$ cat config.mk
export PLATFORM = sky130hd
export DESIGN_NAME = line_position_estimator_core
export DESIGN_NICKNAME = d
export VERILOG_FILES = /design/src/rtl/core/lpe_pkg.sv /design/src/rtl/core/lpe_front.sv /design/src/rtl/core/lpe_div.sv /design/src/rtl/core/lpe_back.sv /design/src/rtl/core/line_position_estimator_core.sv
export SDC_FILE = /design/constraint.sdc
export NUM_CORES = 2
export LEC_CHECK = 0
export BUFFER_PORTS_ARGS = -buffer_cell sky130_fd_sc_hd__buf_4
export CORE_UTILIZATION = 50
export CTS_BUF_LIST = sky130_fd_sc_hd__clkbuf_4
export DETAILED_ROUTE_END_ITERATION = 10
export GPL_TIMING_DRIVEN = 0
export PLACE_DENSITY = 0.65
export SKIP_LAST_GASP = 1
export SYNTH_ARGS = -nofsm -noshare
export SYNTH_HDL_FRONTEND = slang
export SYNTH_SLANG_ARGS = --single-unit
$ cat constraint.sdc
create_clock -name clk -period 11.21 [get_ports clk]
set_input_delay 2.242 -clock clk [delete_from_list [all_inputs] [get_ports clk]]
set_output_delay 2.242 -clock clk [all_outputs]
set_load 0.005 [all_outputs]
$ cat src/rtl/core/lpe_pkg.sv
package lpe_pkg;

  localparam int RAW_W  = 16;  // widest sample the command word carries
  localparam int LVL_W  = 16;
  localparam int CNT_W  = 4;
  localparam int POS_W  = 19;
  localparam int WSUM_W = 38;
  localparam int PSUM_W = 19;
  localparam int DIV_W  = 38;  // divider dividend / quotient width
  localparam int DEN_W  = 19;  // divider divisor width
  localparam int STEP_W = 6;

  localparam logic [2:0] OP_TRACK   = 3'd0;
  localparam logic [2:0] OP_DARK    = 3'd1;
  localparam logic [2:0] OP_LIGHT   = 3'd2;
  localparam logic [2:0] OP_MEASURE = 3'd3;
  localparam logic [2:0] OP_CLEAR   = 3'd4;

  localparam logic [2:0] REG_LINE_LEVEL = 3'd0;
  localparam logic [2:0] REG_RUG_LEVEL  = 3'd1;
  localparam logic [2:0] REG_TOLERANCE  = 3'd2;
  localparam logic [2:0] REG_LINE_WHITE = 3'd3;
  localparam logic [2:0] REG_SENSOR_CNT = 3'd4;

  typedef enum logic [2:0] {
    K_TRACK,
    K_DARK,
    K_LIGHT,
    K_MEASURE,
    K_CLEAR
  } cmd_kind_t;

  typedef struct packed {
    cmd_kind_t        kind;
    logic [2:0]       idx;
    logic [RAW_W-1:0] raw;
    logic             last;
  } cmd_t;

  typedef struct packed {
    logic [LVL_W-1:0] line_level;
    logic [LVL_W-1:0] rug_level;
    logic [LVL_W-1:0] line_tolerance;
    logic             line_is_white;
    logic [CNT_W-1:0] sensor_count;
  } cfg_t;

  typedef struct packed {
    logic              start;
    logic [DIV_W-1:0]  dividend;
    logic [DEN_W-1:0]  divisor;
    logic [STEP_W-1:0] steps;
  } div_req_t;

endpackage

$ cat src/rtl/core/lpe_front.sv
module lpe_front #(
  parameter int SAMPLE_BITS = 12
) (
  input  logic                   clk,
  input  logic                   rst,
  input  logic                   sample_valid,
  output logic                   sample_stall,
  input  logic [2:0]             operation,
  input  logic [2:0]             sensor_index,
  input  logic [SAMPLE_BITS-1:0] raw_value,
  input  logic                   last_of_frame,
  output lpe_pkg::cmd_t          head,
  output logic                   head_valid,
  input  logic                   pop
);

  lpe_pkg::cmd_t q0, q1, cmd_in;
  logic [1:0]    count;
  logic          known, push;

  always_comb begin
    known = 1'b1;
    cmd_in.kind = lpe_pkg::K_TRACK;
    case (operation)
      lpe_pkg::OP_TRACK:   cmd_in.kind = lpe_pkg::K_TRACK;
      lpe_pkg::OP_DARK:    cmd_in.kind = lpe_pkg::K_DARK;
      lpe_pkg::OP_LIGHT:   cmd_in.kind = lpe_pkg::K_LIGHT;
      lpe_pkg::OP_MEASURE: cmd_in.kind = lpe_pkg::K_MEASURE;
      lpe_pkg::OP_CLEAR:   cmd_in.kind = lpe_pkg::K_CLEAR;
      default:             known = 1'b0;  // undefined ops are dropped here
    endcase
    cmd_in.idx  = sensor_index;
    cmd_in.raw  = lpe_pkg::RAW_W'(raw_value);
    cmd_in.last = last_of_frame;
  end

  assign sample_stall = (count == 2'd2);
  assign push         = sample_valid && !sample_stall && known;
  assign head         = q0;
  assign head_valid   = (count != 2'd0);

  always_ff @(posedge clk) begin
    if (rst) begin
      count <= 2'd0;
    end else begin
      if (push && pop) begin
        if (count == 2'd1) q0 <= cmd_in;
        else begin
          q0 <= q1;
          q1 <= cmd_in;
        end
      end else if (pop) begin
        q0    <= q1;
        count <= count - 2'd1;
      end else if (push) begin
        if (count == 2'd0) q0 <= cmd_in;
        else q1 <= cmd_in;
        count <= count + 2'd1;
      end
    end
  end

endmodule

$ cat src/rtl/core/lpe_div.sv
module lpe_div (
  input  logic                        clk,
  input  logic                        rst,
  input  lpe_pkg::div_req_t           req,
  output logic                        done,
  output logic [lpe_pkg::DIV_W-1:0]   quotient
);

  logic [lpe_pkg::DIV_W-1:0]  dvd;
  logic [lpe_pkg::DEN_W:0]    rem, rem_sh;
  logic [lpe_pkg::DEN_W-1:0]  den;
  logic [lpe_pkg::STEP_W-1:0] left;
  logic                       busy, ge;

  // restoring division, one quotient bit per cycle
  assign rem_sh   = {rem[lpe_pkg::DEN_W-1:0], dvd[lpe_pkg::DIV_W-1]};
  assign ge       = (rem_sh >= {1'b0, den});
  assign quotient = dvd;

  always_ff @(posedge clk) begin
    if (rst) begin
      busy <= 1'b0;
      done <= 1'b0;
    end else begin
      done <= 1'b0;
      if (req.start) begin
        dvd  <= req.dividend;
        den  <= req.divisor;
        rem  <= '0;
        left <= req.steps;
        busy <= 1'b1;
      end else if (busy) begin
        rem  <= ge ? (rem_sh - {1'b0, den}) : rem_sh;
        dvd  <= {dvd[lpe_pkg::DIV_W-2:0], ge};
        left <= left - 1'b1;
        if (left == lpe_pkg::STEP_W'(1)) begin
          busy <= 1'b0;
          done <= 1'b1;
        end
      end
    end
  end

endmodule

$ cat src/rtl/core/lpe_back.sv
module lpe_back #(
  parameter int MAX_SENSORS = 8,
  parameter int SAMPLE_BITS = 12
) (
  input  logic                          clk,
  input  logic                          rst,
  input  lpe_pkg::cfg_t                 cfg,
  input  lpe_pkg::cmd_t                 head,
  input  logic                          head_valid,
  output logic                          pop,
  output logic                          result_valid,
  input  logic                          result_stall,
  output logic [lpe_pkg::POS_W-1:0]     position,
  output logic                          line_seen,
  output logic                          calibration_error
);

  localparam int IDXW  = (MAX_SENSORS > 1) ? $clog2(MAX_SENSORS) : 1;
  localparam int CNTW  = $clog2(MAX_SENSORS + 1);
  localparam int NUM_W = SAMPLE_BITS + 16;  // |raw-lo| * |span| fits here
  localparam int PRD_W = SAMPLE_BITS + 18;
  localparam int FULLW = CNTW + lpe_pkg::LVL_W;
  localparam logic [SAMPLE_BITS-1:0] SMAX = '1;
  localparam logic [lpe_pkg::POS_W-1:0] PMAX = '1;

  typedef enum logic [3:0] {
    S_IDLE, S_MUL, S_DIV, S_FIX, S_PROD1, S_PROD2, S_ACC, S_FINAL, S_FDIV, S_RES
  } state_t;

  state_t state;

  logic [SAMPLE_BITS-1:0] max_store [MAX_SENSORS];
  logic [SAMPLE_BITS-1:0] min_store [MAX_SENSORS];

  lpe_pkg::cmd_t                 cur;
  logic signed [PRD_W-1:0]       prod;
  logic                          neg;
  logic [lpe_pkg::LVL_W-1:0]     x;
  logic [31:0]                   p1;
  logic [35:0]                   p2;
  logic [lpe_pkg::WSUM_W-1:0]    wsum;
  logic [lpe_pkg::PSUM_W-1:0]    psum;
  logic                          seen, err;
  logic [lpe_pkg::POS_W-1:0]     last_pos;
  lpe_pkg::div_req_t             div_req;
  logic                          div_done;
  logic [lpe_pkg::DIV_W-1:0]     div_q;

  // combinational helpers
  logic [4:0]              idx5, sc5, cnt5;
  logic [CNTW-1:0]         cnt;
  logic [IDXW-1:0]         addr;
  logic                    in_store, in_cnt;
  logic [SAMPLE_BITS-1:0]  raw, lo_rd, hi_rd;
  logic signed [SAMPLE_BITS:0] diff;
  logic signed [16:0]      span;
  logic [lpe_pkg::LVL_W-1:0] out_lo;
  logic [PRD_W-1:0]        prod_abs;
  logic [NUM_W-1:0]        mag;
  logic signed [NUM_W:0]   qs;
  logic signed [NUM_W+1:0] v, v1, rug_ext, line_ext;
  logic [FULLW-1:0]        full;
  logic [lpe_pkg::POS_W-1:0] full_sat, q_sat;

  always_comb begin
    idx5     = {2'b00, head.idx};
    sc5      = {1'b0, cfg.sensor_count};
    if (sc5 == 5'd0) cnt5 = 5'd1;
    else if (sc5 > 5'(MAX_SENSORS)) cnt5 = 5'(MAX_SENSORS);
    else cnt5 = sc5;
    cnt      = cnt5[CNTW-1:0];
    addr     = idx5[IDXW-1:0];
    in_store = (idx5 < 5'(MAX_SENSORS));
    in_cnt   = (idx5 < cnt5);
    raw      = head.raw[SAMPLE_BITS-1:0];
    lo_rd    = min_store[addr];
    hi_rd    = max_store[addr];
    diff     = $signed({1'b0, raw}) - $signed({1'b0, lo_rd});
    span     = cfg.line_is_white ? ($signed({1'b0, cfg.rug_level}) - $signed({1'b0, cfg.line_level}))
                                 : ($signed({1'b0, cfg.line_level}) - $signed({1'b0, cfg.rug_level}));
    out_lo   = cfg.line_is_white ? cfg.line_level : cfg.rug_level;
    prod_abs = prod[PRD_W-1] ? PRD_W'(-prod) : PRD_W'(prod);
    mag      = prod_abs[NUM_W-1:0];
    qs       = neg ? -$signed({1'b0, div_q[NUM_W-1:0]}) : $signed({1'b0, div_q[NUM_W-1:0]});
    rug_ext  = $signed((NUM_W+2)'(cfg.rug_level));
    line_ext = $signed((NUM_W+2)'(cfg.line_level));
    v        = $signed({qs[NUM_W], qs}) + $signed((NUM_W+2)'(out_lo));
    v1       = (v < rug_ext) ? rug_ext : v;
    full     = FULLW'(cnt * cfg.line_level);
    full_sat = (full > FULLW'(PMAX)) ? PMAX : lpe_pkg::POS_W'(full);
    q_sat    = (div_q > lpe_pkg::DIV_W'(PMAX)) ? PMAX : div_q[lpe_pkg::POS_W-1:0];
  end

  assign pop = (state == S_IDLE) && head_valid;

  lpe_div u_div (
    .clk      (clk),
    .rst      (rst),
    .req      (div_req),
    .done     (div_done),
    .quotient (div_q)
  );

  always_ff @(posedge clk) begin
    if (rst) begin
      state         <= S_IDLE;
      result_valid  <= 1'b0;
      div_req.start <= 1'b0;
      wsum          <= '0;
      psum          <= '0;
      seen          <= 1'b0;
      err           <= 1'b0;
      last_pos      <= '0;
      for (int i = 0; i < MAX_SENSORS; i++) begin
        max_store[i] <= '0;
        min_store[i] <= SMAX;
      end
    end else begin
      div_req.start <= 1'b0;
      if (result_valid && !result_stall && state != S_RES) result_valid <= 1'b0;
      case (state)
        S_IDLE: begin
          if (head_valid) begin
            cur <= head;
            case (head.kind)
              lpe_pkg::K_TRACK: begin
                if (in_store) begin
                  if (raw > hi_rd) max_store[addr] <= raw;
                  if (raw < lo_rd) min_store[addr] <= raw;
                end
              end
              lpe_pkg::K_DARK: begin
                if (in_store) max_store[addr] <= raw;
              end
              lpe_pkg::K_LIGHT: begin
                if (in_store) min_store[addr] <= raw;
              end
              lpe_pkg::K_CLEAR: begin
                for (int i = 0; i < MAX_SENSORS; i++) begin
                  max_store[i] <= '0;
                  min_store[i] <= SMAX;
                end
              end
              lpe_pkg::K_MEASURE: begin
                if (in_cnt) begin
                  if (lo_rd >= hi_rd) begin
                    err   <= 1'b1;
                    x     <= cfg.rug_level;
                    state <= S_PROD1;
                  end else begin
                    prod  <= PRD_W'(diff * span);
                    state <= S_MUL;
                  end
                end else if (head.last) begin
                  state <= S_FINAL;
                end
              end
              default: ;
            endcase
          end
        end
        S_MUL: begin
          neg              <= prod[PRD_W-1];
          div_req.start    <= 1'b1;
          div_req.dividend <= lpe_pkg::DIV_W'(mag) << (lpe_pkg::DIV_W - NUM_W);
          div_req.divisor  <= lpe_pkg::DEN_W'(max_store[cur.idx[IDXW-1:0]]
                                              - min_store[cur.idx[IDXW-1:0]]);
          div_req.steps    <= lpe_pkg::STEP_W'(NUM_W);
          state            <= S_DIV;
        end
        S_DIV: begin
          if (div_done) state <= S_FIX;
        end
        S_FIX: begin
          x     <= (v1 > line_ext) ? cfg.line_level : v1[lpe_pkg::LVL_W-1:0];
          state <= S_PROD1;
        end
        S_PROD1: begin
          p1    <= x * cfg.line_level;
          state <= S_PROD2;
        end
        S_PROD2: begin
          p2    <= p1 * ({1'b0, cur.idx} + 4'd1);
          state <= S_ACC;
        end
        S_ACC: begin
          wsum  <= wsum + lpe_pkg::WSUM_W'(p2);
          psum  <= psum + lpe_pkg::PSUM_W'(x);
          if (x > cfg.line_tolerance) seen <= 1'b1;
          state <= cur.last ? S_FINAL : S_IDLE;
        end
        S_FINAL: begin
          if (seen) begin
            if (psum != '0) begin
              div_req.start    <= 1'b1;
              div_req.dividend <= wsum;
              div_req.divisor  <= psum;
              div_req.steps    <= lpe_pkg::STEP_W'(lpe_pkg::DIV_W);
              state            <= S_FDIV;
            end else begin
              state <= S_RES;
            end
          end else begin
            last_pos <= (FULLW'(last_pos) < (full >> 1)) ? lpe_pkg::POS_W'(cfg.line_level)
                                                          : full_sat;
            state    <= S_RES;
          end
        end
        S_FDIV: begin
          if (div_done) begin
            last_pos <= q_sat;
            state    <= S_RES;
          end
        end
        S_RES: begin
          if (!result_valid || !result_stall) begin
            result_valid      <= 1'b1;
            position          <= last_pos;
            line_seen         <= seen;
            calibration_error <= err;
            wsum              <= '0;
            psum              <= '0;
            seen              <= 1'b0;
            err               <= 1'b0;
            state             <= S_IDLE;
          end
        end
        default: state <= S_IDLE;
      endcase
    end
  end

endmodule

$ cat src/rtl/core/line_position_estimator_core.sv
// Line position estimator for a reflectance sensor array.
// Sample channel (sample_valid/sample_stall): one raw reading per transaction with
// operation, sensor_index and last_of_frame. Operations track min/max, set dark or
// light references, measure, or clear calibration. Codes 5..7 are accepted and dropped.
// Result channel (result_valid/result_stall): one transaction per frame, issued after
// the measure sample that carries last_of_frame.
// Config port: cfg_write with cfg_index/cfg_data. The user must write it only while the
// block is idle; the block itself does not enforce this. Calibration ops complete in
// the back end's idle state. A measure sample runs one multiply, the SAMPLE_BITS+16
// step normalize division in the shared radix-2 divider, clamp, two multiplies and
// accumulate; bad calibration skips to the multiplies at rug level. A frame end with
// a line seen and psum nonzero runs the 38 step weighted-mean division. The front end
// queues two transactions, so stall shows only when both slots wait on the back end.
// Reset: config returns to defaults, calibration stores clear, accumulators and the
// queue empty, result_valid drops. A stalled result holds; the back end waits to
// load the next one until it is taken, while the queue accepts until both slots fill.
module line_position_estimator_core #(
  parameter int MAX_SENSORS = 8,
  parameter int SAMPLE_BITS = 12
) (
  input  logic                   clk,
  input  logic                   rst,
  input  logic                   cfg_write,
  input  logic [2:0]             cfg_index,
  input  logic [15:0]            cfg_data,
  input  logic                   sample_valid,
  output logic                   sample_stall,
  input  logic [2:0]             operation,
  input  logic [2:0]             sensor_index,
  input  logic [SAMPLE_BITS-1:0] raw_value,
  input  logic                   last_of_frame,
  output logic                   result_valid,
  input  logic                   result_stall,
  output logic [18:0]            position,
  output logic                   line_seen,
  output logic                   calibration_error
);

  lpe_pkg::cfg_t cfg;
  lpe_pkg::cmd_t head;
  logic          head_valid, pop;

  // configuration registers
  always_ff @(posedge clk) begin
    if (rst) begin
      cfg.line_level     <= 16'd1000;
      cfg.rug_level      <= 16'd0;
      cfg.line_tolerance <= 16'd300;
      cfg.line_is_white  <= 1'b0;
      cfg.sensor_count   <= 4'd8;
    end else if (cfg_write) begin
      case (cfg_index)
        lpe_pkg::REG_LINE_LEVEL: cfg.line_level     <= cfg_data;
        lpe_pkg::REG_RUG_LEVEL:  cfg.rug_level      <= cfg_data;
        lpe_pkg::REG_TOLERANCE:  cfg.line_tolerance <= cfg_data;
        lpe_pkg::REG_LINE_WHITE: cfg.line_is_white  <= cfg_data[0];
        lpe_pkg::REG_SENSOR_CNT: cfg.sensor_count   <= cfg_data[3:0];
        default: ;  // writes past the register list are ignored
      endcase
    end
  end

  // front: classify and queue
  lpe_front #(.SAMPLE_BITS(SAMPLE_BITS)) u_front (
    .clk           (clk),
    .rst           (rst),
    .sample_valid  (sample_valid),
    .sample_stall  (sample_stall),
    .operation     (operation),
    .sensor_index  (sensor_index),
    .raw_value     (raw_value),
    .last_of_frame (last_of_frame),
    .head          (head),
    .head_valid    (head_valid),
    .pop           (pop)
  );

  // back: calibration stores, normalize, accumulate, frame result
  lpe_back #(.MAX_SENSORS(MAX_SENSORS), .SAMPLE_BITS(SAMPLE_BITS)) u_back (
    .clk               (clk),
    .rst               (rst),
    .cfg               (cfg),
    .head              (head),
    .head_valid        (head_valid),
    .pop               (pop),
    .result_valid      (result_valid),
    .result_stall      (result_stall),
    .position          (position),
    .line_seen         (line_seen),
    .calibration_error (calibration_error)
  );

endmodule

==> summary.txt <==
Cells and area
  – Most common cell after layout, fill and taps aside: nand2_1
  – Layout Nets: 7,226
  – Area Growth Syn to Fin: 9.04%
  – Final Util: 0.550
  – Share of post-route cells with drive strength above 1: 0.0985
  – Most frequent cells in the layout: nand2_1, inv_1, edfxtp_1

Synth
  – Sequential share of the synthesized area: 0.312
  – Yosys top cell by area: edfxtp_1
  – Async SR Flop Fraction: 0
  – Syn Inst Count: 5,929
  – Syn. warnings: 0
  – Synth Register Bits: 658
  – Synthesized area per cell: 9.90 um^2
  – Distinct cells, synth: 84
  – EDFF count, synth: 511
  – Yosys top cell area share: 0.261
  – Post-synth net total: 6,956
  – Post-Syn Area: 58,700 um^2
  – Top_reg_cell synth: edfxtp_1
  – Dominant cells by area after synthesis: edfxtp_1, fa_1, ha_1

STA
  – Worst-Margin Slew: 1.40 ns
  – Max transition margin: 0.0632
  – Setup-failing EPs final: 0
  – Final hold violations: 0
  – Clk_skew: 0.0951 ns
  – Fin crit share: 0.988
  – Tmin final: 11.08 ns
  – FMAX: 90.2 MHz
  – Final slew viol count: 0
  – Hold WS: 0.418 ns
  – RSZ-0062 raised after global routing: yes

Worst setup path
  – Crit path max-delay cell type: xnor2_2
  – Critical Path RT: 12.03 ns
  – Worst-path fanout max: 10
  – Crit end category: flip-flop
  – Largest stage delay, worst path: 0.73 ns
  – Crit path kind: reg2reg
  – Startpoint types: flip-flop
  – Worst path arrival time: 11.90 ns

Route
  – Routed WL: 175,000 um
  – DR iter-0 viols: 4,318
  – Total number of vias: 45,444
  – 1st-pass router iterations: 8
  – DRC violations left: 0
  – Post-DR vias/cell: 5.77
  – WL/cell: 22.2 um
  – Post-route ant nets: 0

Floorplanning
  – Core area: 116,000 um^2
  – Die width: 345 um
  – Initial Util: 0.504
  – Chip Height: 345 um
  – I/O pin total: 66
  – Row count: 125
  – Die area: 119,000 um^2

Global routing
  – Initial antenna violation count: 9
  – Largest net degree at the start of global routing: 27
  – Vias in the first global route: 44,932
  – Global-route wire length before repair: 266,000 um
  – GRT Total Usage: 0.299
  – Remaining global-route overflow: 0

Clock tree
  – CTS root buffer: clkbuf_4
  – Clock tree from TritonCTS: done
  – Clk Latency, worst-skew pair: 1.16 ns
  – Maximum clock path buffer count: 3
  – Number of buffers created by CTS: 173
  – H-tree Lvls: 4
  – CTS Sinks: 658
  – Clk pin slew, worst setup/hold paths: 0.07 ns

Placement
  – Input/output buffers: 65
  – Detailed Place HPWL: 140,000 um
  – GP Congestion: 1.03

Status
  – Status: completed

Min path
  – Hold Crit Class: reg2reg

Job
  – # Max-Cap Violations: 0
[per-layer routing]
metal | track usage | up-vias | share of wire
met3 | 0.0881 | 341 | 0.11
met2 | 0.445 | 2015 | 0.44
met4 | 0.112 | 2 | 0.037
met1 | 0.411 | 22254 | 0.42
met5 | 0 | - | 0.000074
li1 | - | 20832 | -
[synthesized netlist by cell type (10+ instances only)]
library cell	count
a211oi_1	25
a21boi_0	14
and2_1	149
mux2i_1	72
nor2_1	325
a21oi_1	278
mux4_2	96
o21ai_1	19
o21a_1	29
or2_2	12
clkbuf_1	245
nand3_1	115
o21bai_1	30
and3_1	37
a21o_1	117
o211ai_1	23
or4_1	10
xor2_1	90
or3_1	19
buf_1	20
o31ai_1	21
nor2b_1	121
nand2_1	788
nor3_1	82
o221ai_1	16
a31oi_1	29
o21ai_0	209
nand2b_1	94
fa_1	496
ha_1	488
nand4_1	42
dfxtp_1	147
xnor2_1	166
nor4_1	33
mux2_2	79
a22oi_1	18
edfxtp_1	511
inv_1	719
o41ai_1	20
[state kept, by name, indices dropped and copies added, names as in the netlist, 29 cells and up, named ones only]
| signal | flops |
|---|---|
| cfg | 53 |
| u_back.div_req | 61 |
| u_back.max_store | 96 |
| u_back.min_store | 96 |
| u_back.p1 | 32 |
| u_back.p2 | 36 |
| u_back.prod | 29 |
| u_back.u_div.quotient | 38 |
| u_back.wsum | 38 |
[worst paths after layout]
check	startpoint	endpoint	slack, ns	depth (start not counted)
max	cfg[37]$_SDFFE_PP0P_	u_back.prod[29]$_DFFE_PP_	0.13	38
min	u_back.div_req[19]$_DFFE_PP_	u_back.u_div.den[13]$_DFFE_PP_	0.42	0
max reg2reg	cfg[37]$_SDFFE_PP0P_	u_back.prod[29]$_DFFE_PP_	0.13	38
min reg2reg	u_back.div_req[19]$_DFFE_PP_	u_back.u_div.den[13]$_DFFE_PP_	0.42	0
[stage by stage]
stage | worst slack (ns) | cell area (um^2) | instances | setup TNS [ns]
2_1_floorplan | 1.79 | 58700 | 5929 | 0
3_3_place_gp | -0.648 | 61100 | 7518 | -4.82
3_5_place_dp | -0.430 | 61500 | 7543 | -4.68
4_1_cts | -0.0164 | 63900 | 7864 | -0.0164
5_1_grt | -0.116 | 64000 | 7873 | -0.116
6_report | 0.129 | 64000 | 7874 | 0
[cell type report]
cell class                 instances  area (um^2)
fill                           10493        52400
tap                             1524         1910
antenna                            5         12.5
buffer                           268         1040
inverter                         719         2700
multi-input combinational       4283        36900
clock buffer                     256         1920
clock inverter                    65          440
timing repair buffer              96          837
sequential                       658        18300
[kinds of logic (layout without fill, tap and decap cells)]
group           after synthesis  in the layout  share of synthesized area
fa+ha+maj                   984            984                      0.273
compound gates              932            932                      0.100
other cells                   0              5                          0
mux                         247            247                     0.0643
xor+xnor                    256            256                     0.0382
flops                       658            658                      0.312
buf+inv                     988           1404                     0.0635
simple gates               1864           1864                      0.149
[worst max-delay path: cells and delay by family (launching register included)]
family,cells,cell delay [ns]
adder cells (fa/ha/maj),9,3.76
AO/OA/AOI/OAI,15,2.70
buffers and inverters,7,1.76
AND/OR/NAND/NOR,5,1.09
XOR/XNOR,2,1.00
flip-flops,1,0.47
[what timing repair did]
item	4_1_cts	5_1_grt
resized for setup	13	24
setup endpoints to repair	18	22
pin swaps	0	2
hold endpoints to repair	0	0
buffers inserted	0	6
hold buffers	0	0
Power is not shown: default switching activity piles up to over one toggle a cycle in this logic, so the estimate is an artifact.
